--- config.mk ---
export PLATFORM = sky130hd
export DESIGN_NAME = decimal_string_to_int64_unit
export DESIGN_NICKNAME = d
export VERILOG_FILES = /design/src/sv/ds2i_pkg.sv /design/src/sv/ds2i_step.sv /design/src/sv/decimal_string_to_int64_unit.sv
export SDC_FILE = /design/constraint.sdc
export NUM_CORES = 1
export LEC_CHECK = 0
export BUFFER_PORTS_ARGS = -buffer_cell sky130_fd_sc_hd__buf_4
export CORE_ASPECT_RATIO = 1.4
export CORE_MARGIN = 8
export CORE_UTILIZATION = 32
export CTS_BUF_LIST = sky130_fd_sc_hd__clkbuf_8
export DETAILED_ROUTE_END_ITERATION = 8
export PLACE_DENSITY = 0.48
export REMOVE_ABC_BUFFERS = 1
export SLEW_MARGIN = 20
export SYNTH_ARGS = -nofsm -noshare
export SYNTH_HDL_FRONTEND = slang
export SYNTH_SLANG_ARGS = --single-unit
--- constraint.sdc ---
create_clock -name clk -period 5.8 [get_ports clk]
set_clock_uncertainty 0.05 [all_clocks]
set_input_delay 0.29 -clock clk [delete_from_list [all_inputs] [get_ports clk]]
set_output_delay 0.29 -clock clk [all_outputs]
set_load 0.05 [all_outputs]
--- src/sv/ds2i_pkg.sv ---
`timescale 1ns / 1ps
`default_nettype none

package ds2i_pkg;

	localparam int MAX_LEN_DEF = 65535;
	localparam int PosW        = 16;
	localparam int AccW        = 64;
	localparam int CountW      = 5;
	localparam int PhaseW      = 3;

	localparam logic [CountW-1:0] MAX_DIGITS = 5'd20;

	localparam logic [PhaseW-1:0] PH_WS     = 3'd0;
	localparam logic [PhaseW-1:0] PH_SIGN   = 3'd1;
	localparam logic [PhaseW-1:0] PH_DIGITS = 3'd2;
	localparam logic [PhaseW-1:0] PH_DONE   = 3'd3;
	localparam logic [PhaseW-1:0] PH_NONE   = 3'd4;

	localparam logic [1:0] ST_POS  = 2'd0;
	localparam logic [1:0] ST_NEG  = 2'd1;
	localparam logic [1:0] ST_NONE = 2'd2;
	localparam logic [1:0] ST_OVF  = 2'd3;

	localparam logic [7:0] CH_SPACE = 8'h20;
	localparam logic [7:0] CH_TAB   = 8'h09;
	localparam logic [7:0] CH_MINUS = 8'h2d;
	localparam logic [7:0] CH_PLUS  = 8'h2b;
	localparam logic [7:0] CH_0     = 8'h30;
	localparam logic [7:0] CH_9     = 8'h39;

	localparam logic [AccW-1:0] POS_LIMIT_DIV10 = 64'd1844674407370955161;
	localparam logic [AccW-1:0] NEG_LIMIT       = 64'h8000_0000_0000_0000;
	localparam logic [3:0]      LAST_DIGIT_MAX  = 4'd5;

	typedef struct packed {
		logic [PhaseW-1:0] phase;
		logic              is_negative;
		logic [AccW-1:0]   accumulator;
		logic [CountW-1:0] digit_count;
		logic              overflowed;
		logic [PosW-1:0]   position;
		logic [PosW-1:0]   end_position;
	} state_t;

	typedef struct packed {
		logic            done;
		logic            is_negative;
		logic            overflowed;
		logic [AccW-1:0] accumulator;
		logic [PosW-1:0] end_position;
	} fin_t;

	localparam state_t STATE_RST = '0;

endpackage

`default_nettype wire

--- src/sv/ds2i_step.sv ---
`timescale 1ns / 1ps
`default_nettype none

module ds2i_step
	import ds2i_pkg::*;
#(
	parameter int MAX_LEN = MAX_LEN_DEF
) (
	input  wire state_t     st,
	input  wire logic [7:0] char_code,
	input  wire logic       is_last,
	output state_t          st_next,
	output fin_t            fin
);

	state_t nx;
	logic is_digit;
	logic take_digit;
	logic [3:0] d;

	always_comb begin
		nx = st;
		take_digit = 1'b0;
		is_digit = char_code inside {[CH_0:CH_9]};
		d = 4'(char_code - CH_0);
		if (st.position < PosW'(MAX_LEN)) begin
			nx.position = st.position + PosW'(1);
			case (st.phase)
				PH_WS: begin
					if (char_code == CH_SPACE || char_code == CH_TAB) begin
						nx.phase = PH_WS;
					end else if (char_code == CH_MINUS) begin
						nx.is_negative = 1'b1;
						nx.phase = PH_SIGN;
					end else if (char_code == CH_PLUS) begin
						nx.phase = PH_SIGN;
					end else if (is_digit) begin
						nx.phase = PH_DIGITS;
						take_digit = 1'b1;
					end else begin
						nx.phase = PH_NONE;
					end
				end
				PH_SIGN: begin
					if (is_digit) begin
						nx.phase = PH_DIGITS;
						take_digit = 1'b1;
					end else begin
						nx.phase = PH_NONE;
					end
				end
				PH_DIGITS: begin
					take_digit = 1'b1;
				end
				default: begin
					take_digit = 1'b0;
				end
			endcase
			if (take_digit) begin
				if (!is_digit) begin
					nx.end_position = st.position;
					nx.phase = PH_DONE;
				end else if (st.digit_count == '0 && d == 4'd0) begin
					// leading zero
					nx.digit_count = st.digit_count;
				end else if (st.digit_count >= MAX_DIGITS) begin
					nx.overflowed = 1'b1;
					nx.end_position = st.position;
					nx.phase = PH_DONE;
				end else begin
					if (st.accumulator > POS_LIMIT_DIV10 ||
						(st.accumulator == POS_LIMIT_DIV10 && d > LAST_DIGIT_MAX)) begin
						nx.overflowed = 1'b1;
					end else begin
						// times ten as two shifts and an add
						nx.accumulator = {st.accumulator[AccW-4:0], 3'b000}
							+ {st.accumulator[AccW-2:0], 1'b0} + AccW'(d);
					end
					nx.digit_count = st.digit_count + CountW'(1);
				end
			end
		end

		fin.done = (nx.phase == PH_DONE) || (nx.phase == PH_DIGITS);
		fin.is_negative = nx.is_negative;
		fin.overflowed = nx.overflowed;
		fin.accumulator = nx.accumulator;
		fin.end_position = (nx.phase == PH_DIGITS) ? nx.position : nx.end_position;

		st_next = is_last ? STATE_RST : nx;
	end

endmodule

`default_nettype wire

--- src/sv/decimal_string_to_int64_unit.sv ---
// decimal string to 64-bit integer converter
// input channel: one string byte per item (char_code) with is_last on the
// final byte; in_valid / in_ready handshake
// output channel: one result per string (value, status, stop_offset) with
// out_valid / out_ready handshake; bytes without is_last give no result
// status: ok positive, ok negative, no number, overflow
// throughput: one byte per cycle while in_ready is high; strings may follow
// each other directly; a string's result passes the input register, the
// finished-string register and the result register before out_valid
// the per-byte loop is one multiply-by-ten add and a limit compare on the
// running magnitude; sign handling and negation run one stage later
// when out_ready is low the result is held and one more finished string
// waits in the middle stage; after that in_ready drops only for a last byte
// reset clears all valid flags and the conversion state, so the first byte
// after reset starts a new string
// MAX_LEN bounds the bytes examined per string; later ones are ignored
`timescale 1ns / 1ps
`default_nettype none

module decimal_string_to_int64_unit
	import ds2i_pkg::*;
#(
	parameter int MAX_LEN = MAX_LEN_DEF
) (
	input  wire logic        clk,
	input  wire logic        arst_n,
	input  wire logic        in_valid,
	output logic             in_ready,
	input  wire logic [7:0]  char_code,
	input  wire logic        is_last,
	output logic             out_valid,
	input  wire logic        out_ready,
	output logic [63:0]      value,
	output logic [1:0]       status,
	output logic [15:0]      stop_offset
);

	logic       valid_s1;
	logic [7:0] char_s1;
	logic       last_s1;
	state_t     st_q;
	state_t     st_next;
	fin_t       fin;
	logic       valid_s2;
	fin_t       fin_s2;
	logic       out_valid_q;
	logic [AccW-1:0] value_q;
	logic [1:0]      status_q;
	logic [PosW-1:0] offset_q;

	logic out_free;
	logic s2_free;
	logic s1_fire;
	logic [AccW-1:0] value_d;
	logic [1:0]      status_d;
	logic [PosW-1:0] offset_d;

	ds2i_step #(
		.MAX_LEN(MAX_LEN)
	) u_step (
		.st        (st_q),
		.char_code (char_s1),
		.is_last   (last_s1),
		.st_next   (st_next),
		.fin       (fin)
	);

	assign out_free = !out_valid_q || out_ready;
	assign s2_free  = !valid_s2 || out_free;
	assign s1_fire  = valid_s1 && (!last_s1 || s2_free);
	assign in_ready = !valid_s1 || s1_fire;

	always_comb begin
		value_d = '0;
		status_d = ST_NONE;
		offset_d = '0;
		if (fin_s2.done) begin
			offset_d = fin_s2.end_position;
			if (fin_s2.overflowed || (fin_s2.is_negative && fin_s2.accumulator > NEG_LIMIT)) begin
				value_d = fin_s2.is_negative ? NEG_LIMIT : '1;
				status_d = ST_OVF;
			end else if (fin_s2.is_negative) begin
				value_d = '0 - fin_s2.accumulator;
				status_d = ST_NEG;
			end else begin
				value_d = fin_s2.accumulator;
				status_d = ST_POS;
			end
		end
	end

	always_ff @(posedge clk or negedge arst_n) begin
		if (!arst_n) begin
			valid_s1 <= 1'b0;
			valid_s2 <= 1'b0;
			out_valid_q <= 1'b0;
			st_q <= STATE_RST;
		end else begin
			if (in_ready) begin
				valid_s1 <= in_valid;
			end
			if (s1_fire) begin
				st_q <= st_next;
			end
			if (s1_fire && last_s1) begin
				valid_s2 <= 1'b1;
			end else if (out_free) begin
				valid_s2 <= 1'b0;
			end
			if (valid_s2 && out_free) begin
				out_valid_q <= 1'b1;
			end else if (out_ready) begin
				out_valid_q <= 1'b0;
			end
		end
	end

	always_ff @(posedge clk) begin
		if (in_valid && in_ready) begin
			char_s1 <= char_code;
			last_s1 <= is_last;
		end
		if (s1_fire && last_s1) begin
			fin_s2 <= fin;
		end
		if (valid_s2 && out_free) begin
			value_q <= value_d;
			status_q <= status_d;
			offset_q <= offset_d;
		end
	end

	assign out_valid   = out_valid_q;
	assign value       = value_q;
	assign status      = status_q;
	assign stop_offset = offset_q;

`ifndef SYNTH
	a_count_bound: assert property (@(posedge clk) disable iff (!arst_n)
		st_q.digit_count <= MAX_DIGITS)
		else $error("digit count past limit");

	a_ws_clean: assert property (@(posedge clk) disable iff (!arst_n)
		st_q.phase == PH_WS |-> (st_q.accumulator == '0 && st_q.digit_count == '0))
		else $error("magnitude nonzero before any digit");

	a_clear_after_last: assert property (@(posedge clk) disable iff (!arst_n)
		(s1_fire && last_s1) |=> (st_q.position == '0 && st_q.phase == PH_WS))
		else $error("state not cleared after last item");

	a_s2_hold: assert property (@(posedge clk) disable iff (!arst_n)
		(valid_s2 && out_valid_q && !out_ready) |=> (valid_s2 && $stable(fin_s2)))
		else $error("pending result lost under stall");
`endif

endmodule

`default_nettype wire

# After elaboration in Yosys (flattened, before gate mapping)
# Cells that the tools add are included.
# W data, S select, Z words.
totals:
  output_inout_bits: 84
  input_bits: 13
  regBits: 283
  elab_cells: 119
classes:
  add_sub_neg: 6
  reduce_logical: 30
  eq_ne: 11
  magnitude_cmp: 7
  bitwise_logic: 1
  muxes: 43
op_table:
  columns: ["cell", "n"]
  rows:
  - ["$mux W64", 4]
  - ["$mux W106", 2]
  - ["$mux W70", 2]
  - ["$mux W16", 5]
  - ["$mux W69", 1]
  - ["$add A64 B4 Y64", 1]
  - ["$add A64 B64 Y64", 1]
  - ["$eq A64 B61 Y1 const B", 1]
  - ["$gt A64 B61 Y1 const B", 1]
  - ["$gt A64 B64 Y1 const B", 1]
  - ["$sub A1 B64 Y64 const A", 1]
  - ["$mux W63", 1]
  - ["$eq A8 B6 Y1 const B", 3]
  - ["$mux W3", 8]
  - ["$mux W1", 17]
  - ["$add A16 B1 Y16 const B", 1]
  - ["$lt A16 B16 Y1 const B", 1]
  - ["$reduce_bool A2 Y1", 5]
  - ["$eq A3 B2 Y1 const B", 3]
  - ["$eq A8 B4 Y1 const B", 1]
  - ["$ge A8 B6 Y1 const B", 1]
  - ["$le A8 B6 Y1 const B", 1]
  - ["$logic_and A1 B1 Y1", 8]
  - ["$logic_or A1 B1 Y1", 8]
  - ["other kinds (16)", 20]

# Longest topological paths before layout
depth:
  word_depth: 14
  depth_mapped: 13
  mapped_depth_nobuf: 13

# Hierarchy
# From an unflattened synthesis, not the netlist that was laid out.
unflattened:
  hier_cells: 2061
  hier_area_um2: 19682.6
modules_own_cells:
  columns: ["mod", "area_each_um2", "cells_per_inst", "n_inst", "seq_area_each_um2"]
  rows:
  - ["decimal_string_to_int64_unit", 12110.4, 889, 1, 7952.6]
  - ["ds2i_step", 7572.3, 1172, 1, 0.0]

# Worst setup path after synthesis
# OpenSTA, ideal clock, no wires.
synth_path:
  kind: "register to register"
  from: "register out_valid_q (netlist: out_valid)"
  to: "register status_q[0] (netlist: status[0]), enable pin"
  synth_period_minus_slack_ps: 5032
  path_buffers: 0
  setup_ps: 533
  path_slack_ps: 768
  arrival_time_ps: 4449
  required_time_ps: 5217
  path_stages_with_launch: 3
  path_cell_list: "dfrtp_1 -> nor2b_1 -> nor2b_1"
synth_via:
  elab_chain_cells: 3
synth_lines:
  columns: ["item", "line", "rtl"]
  rows:
  - ["start, declared", "decimal_string_to_int64_unit.sv:46", "logic out_valid_q;"]
  - ["start signal, assigned", "decimal_string_to_int64_unit.sv:96", "out_valid_q <= 1'b0;"]
  - ["start signal, assigned", "decimal_string_to_int64_unit.sv:111", "out_valid_q <= 1'b1;"]
  - ["start signal, assigned", "decimal_string_to_int64_unit.sv:113", "out_valid_q <= 1'b0;"]
  - ["$logic_not A1 Y1", "decimal_string_to_int64_unit.sv:68", "assign out_free = !out_valid_q || out_ready;"]
  - ["$logic_or A1 B1 Y1", "decimal_string_to_int64_unit.sv:68", null]
  - ["$logic_and A1 B1 Y1", "decimal_string_to_int64_unit.sv:126", "if (valid_s2 && out_free) begin"]
  - ["end signal, assigned", "decimal_string_to_int64_unit.sv:128", "status_q <= status_d;"]
  - ["end, declared", "decimal_string_to_int64_unit.sv:48", "logic [1:0] status_q;"]
# No other way between the ends.
# A chain may end at the register's enable or synchronous reset.

==> results.md <==
• minimum setup slack after placement: 1.346 ns
• CTS Sinks: 283
• cell area after placement: 0.01911 sq mm
• total overflow reported by the global router: 0
• number of cells on the worst reg-to-reg path: 13
• number of warning messages in the yosys log: 0
• CTS tree: built
• vias in the first global route: 14368
• final-layout worst hold slack: 0.2299 ns
• standard cell core area: 0.05434 sq mm
• first-pass GRT wire length: 84.24 mm
• Final Core Density: 0.3719
• Synth Cell Area: 0.01758 sq mm
• Die X-Extent: 214.1 um
• top_reg_cell synth: sky130_fd_sc_hd__edfxtp_1
• required time at the worst-slack endpoint: 6.10 ns
• DRT Pass-1 Iters: 5
• Worst setup EP type: flop
• top-level I/O count: 97
• accumulated negative setup slack: 0 ns
• fraction of the cycle the final worst path needs: 0.7669
• post-layout worst setup margin: 1.352 ns
• synthesis-to-layout area growth: 14.94%
• worst reg2reg startpoint: char_s1[3]$_DFFE_PP_
• buffers inserted by post-CTS timing repair: 0
• Yosys cell types: 84
• RSZ-0062 raised after global routing: false
• Worst slew margin: 0.3700
• Pins Over Slew Limit: 0
• leakage power total: 8.465 nW
• # placed instances: 2560
• clock latency reported for the late side of the worst-skew pair: 0.61 ns
• number of antenna violations at the first check in global routing: 1
• Starting Density: 0.3236
• routed vias/inst: 5.393
• Die ar.: 0.06282 sq mm
• number of gates resized after CTS: 0
• clock root buffer: sky130_fd_sc_hd__clkbuf_8
• RR Endpoint: fin_s2[78]$_DFFE_PP_
• IR drop worst, VDD: 107.0 uV
• count of unresolved DRC violations after routing: 0
• outcome: finished clean
• Detail Placement HPWL: 40.62 mm
• Die Y-Extent: 293.4 um
• number of cells produced by synthesis: 1804
• FP Rows: 101
• fraction of synthesis flops using an asynchronous set or reset pin: 0.3852
• sequential area share after synthesis: 0.4523
• count of endpoints failing hold in the final timing report: 0
• Max Cap Viol: 0
• non-filler cells in the finished layout: 2663
• maximum buffer depth of the clock tree: 3
• transition at the pin with the smallest max-transition slack: 0.9450 ns
• Fmax achieved: 0.2248 GHz
• Post-synth EDFFs: 174
• power after layout: 4.617 mW
• Tot GR Track Use: 0.1678
• reg2reg setup slack: 1.35 ns
• Synth Register Bits: 283
• total detailed-routing wirelength: 54.54 mm
• H-tree level count: 2
• total non-filler cell area in the finished layout: 0.02021 sq mm
• crit-path max FO: 5
• critical path data arrival time: 4.75 ns
• PwrDens: 228.4 mW/mm^2
• post-detailed-route wirelength per cell: 20.48 um
• nets@finish: 2042
• hold crit path type: in2async
• buffers added on ports: 96
• clock slew seen by the registers of the worst setup and hold paths: 0.06 ns
• ratio of cells with drive above 1 in the final layout: 0.1242
• mean instance size in the synthesized netlist: 9.747 sq um
• crit start category: flop
• clock buffer count from CTS: 48
• final setup vio count: 0
• Period minus WS final: 4.448 ns
• via count of the routed design: 14362
• antenna-violating nets left: 0
• maximum number of pins on one net before global-route repair: 86
• critical path type: reg2reg
• routability congestion estimate from global placement: 0.8898
• initial drt markers: 831
[worst max-delay path by stage]
stage | slack (ns) | end | cells after the start | start
finish | 1.35 | fin_s2[78]$_DFFE_PP_ | 13 | char_s1[3]$_DFFE_PP_
global route | 0.97 | value[61]$_SDFFCE_PN0P_ | 9 | fin_s2[32]$_DFFE_PP_
CTS | 1.32 | value[53]$_SDFFCE_PN0P_ | 9 | fin_s2[32]$_DFFE_PP_
detailed placement | 1.35 | value[53]$_SDFFCE_PN0P_ | 9 | fin_s2[32]$_DFFE_PP_
global placement | 1.34 | value[61]$_SDFFCE_PN0P_ | 9 | fin_s2[32]$_DFFE_PP_
floorplan | 0.77 | status[0]$_SDFFCE_PN0P_ | 2 | out_valid$_DFFE_PN0P_
[power by group]
part | internal [mW] | leakage, nW | switching, mW
combinational | 0.134 | 4.72 | 0.353
sequential | 2.24 | 3.19 | 0.0542
clock | 0.966 | 0.559 | 0.871
total | 3.34 | 8.46 | 1.28
[final cells by class]
class | instances | area, sq um
Fill cell | 5453 | 34130
Multi-Input combinational cell | 1394 | 9148
Sequential cell | 283 | 7953
Timing Repair Buffer | 137 | 1087
Tap cell | 721 | 902.1
Clock buffer | 55 | 757.0
Clock inverter | 35 | 221.5
Inverter | 37 | 140.1
Antenna cell | 1 | 2.502
[synthesized netlist by cell type, types with 16 or more instances]
cell type / count / area (sq um)
sky130_fd_sc_hd__nand2_1: 232 / 870.8
sky130_fd_sc_hd__edfxtp_1: 174 / 5225
sky130_fd_sc_hd__o21ai_0: 171 / 855.8
sky130_fd_sc_hd__ha_1: 126 / 1577
sky130_fd_sc_hd__dfrtp_1: 109 / 2728
sky130_fd_sc_hd__a21oi_1: 108 / 540.5
sky130_fd_sc_hd__nor2_1: 92 / 345.3
sky130_fd_sc_hd__xor2_1: 84 / 735.7
sky130_fd_sc_hd__clkbuf_1: 80 / 300.3
sky130_fd_sc_hd__o21ai_1: 71 / 355.3
sky130_fd_sc_hd__nand3_1: 40 / 200.2
sky130_fd_sc_hd__o31ai_1: 38 / 285.3
sky130_fd_sc_hd__a22o_1: 37 / 324.1
sky130_fd_sc_hd__inv_1: 36 / 135.1
sky130_fd_sc_hd__nand4_1: 35 / 219.0
sky130_fd_sc_hd__xnor2_1: 33 / 289.0
sky130_fd_sc_hd__and2_1: 27 / 168.9
sky130_fd_sc_hd__a21o_1: 25 / 187.7
sky130_fd_sc_hd__nor3_1: 24 / 120.1
sky130_fd_sc_hd__a31oi_1: 16 / 100.1
[sequential cells by signal, indices dropped and copies added (netlist names)]
signal       cells
fin_s2          83
st_q           106
status           2
last_s1          1
out_valid        1
valid_s2         1
value           64
char_s1          8
stop_offset     16
valid_s1         1
[logic make-up after synthesis]
kind of cell,after synthesis,synth area share
AOI/OAI and AO/OA,577,0.2055
and+or+nand+nor,557,0.1528
DFF,283,0.4523
adders and majority gates,128,0.09193
buffers and inverters,127,0.02981
xor gates and xnor gates,117,0.05828
muxes,15,0.009392
[timing repair]
item | 4_1_cts | 5_1_grt
hold buffers | 12 | 0
endpoints found under the setup margin | 0 | 0
endpoints found under the hold margin | 56 | 0
[worst max-delay path, cell delays in order (launching register included)]
cell	delay (ns)
sky130_fd_sc_hd__edfxtp_1	0.42
sky130_fd_sc_hd__inv_1	0.09
sky130_fd_sc_hd__fa_1	0.54
sky130_fd_sc_hd__inv_1	0.07
sky130_fd_sc_hd__fa_1	0.47
sky130_fd_sc_hd__a211oi_1	0.37
sky130_fd_sc_hd__o21ai_0	0.28
sky130_fd_sc_hd__a31oi_1	0.42
sky130_fd_sc_hd__a21oi_1	0.26
sky130_fd_sc_hd__a2bb2oi_1	0.27
sky130_fd_sc_hd__and3_1	0.34
sky130_fd_sc_hd__o31ai_1	0.21
sky130_fd_sc_hd__xor2_1	0.20
sky130_fd_sc_hd__a21o_1	0.20
[cell usage in the layout, fill, tap and decap left out, types with 11 or more instances in the layout]
| master | netlist | layout |
|---|---|---|
| sky130_fd_sc_hd__clkbuf_8 | 0 | 55 |
| sky130_fd_sc_hd__o21ai_1 | 71 | 70 |
| sky130_fd_sc_hd__and2_1 | 27 | 27 |
| sky130_fd_sc_hd__xnor2_1 | 33 | 33 |
| sky130_fd_sc_hd__inv_1 | 36 | 51 |
| sky130_fd_sc_hd__o31ai_1 | 38 | 38 |
| sky130_fd_sc_hd__nor4_1 | 11 | 11 |
| sky130_fd_sc_hd__or3_1 | 14 | 14 |
| sky130_fd_sc_hd__nor3_1 | 24 | 24 |
| sky130_fd_sc_hd__dlygate4sd3_1 | 0 | 12 |
| sky130_fd_sc_hd__xor2_1 | 84 | 84 |
| sky130_fd_sc_hd__edfxtp_1 | 174 | 174 |
| sky130_fd_sc_hd__o21bai_1 | 15 | 15 |
| sky130_fd_sc_hd__nand3_1 | 40 | 40 |
| sky130_fd_sc_hd__buf_4 | 0 | 122 |
| sky130_fd_sc_hd__a31oi_1 | 16 | 16 |
| sky130_fd_sc_hd__nand4_1 | 35 | 35 |
| sky130_fd_sc_hd__ha_1 | 126 | 126 |
| sky130_fd_sc_hd__dfrtp_1 | 109 | 109 |
| sky130_fd_sc_hd__nor2_1 | 92 | 92 |
| sky130_fd_sc_hd__nand2_1 | 232 | 231 |
| sky130_fd_sc_hd__o21ai_0 | 171 | 171 |
| sky130_fd_sc_hd__nor2b_1 | 13 | 12 |
| sky130_fd_sc_hd__and3_1 | 15 | 15 |
| sky130_fd_sc_hd__a22o_1 | 37 | 37 |
| sky130_fd_sc_hd__mux2_2 | 12 | 12 |
| sky130_fd_sc_hd__a21o_1 | 25 | 25 |
| sky130_fd_sc_hd__a21oi_1 | 108 | 108 |
[metal layers]
layer / track usage / up-vias / part of all wire
met2: 0.3050 / 334 / 0.51
met1: 0.1969 / 6976 / 0.42
met5: 0 / - / 0
met4: 0.07252 / 0 / 0.039
li1: - / 6951 / -
met3: 0.02027 / 101 / 0.036
Power figures use the tool's default switching activity.
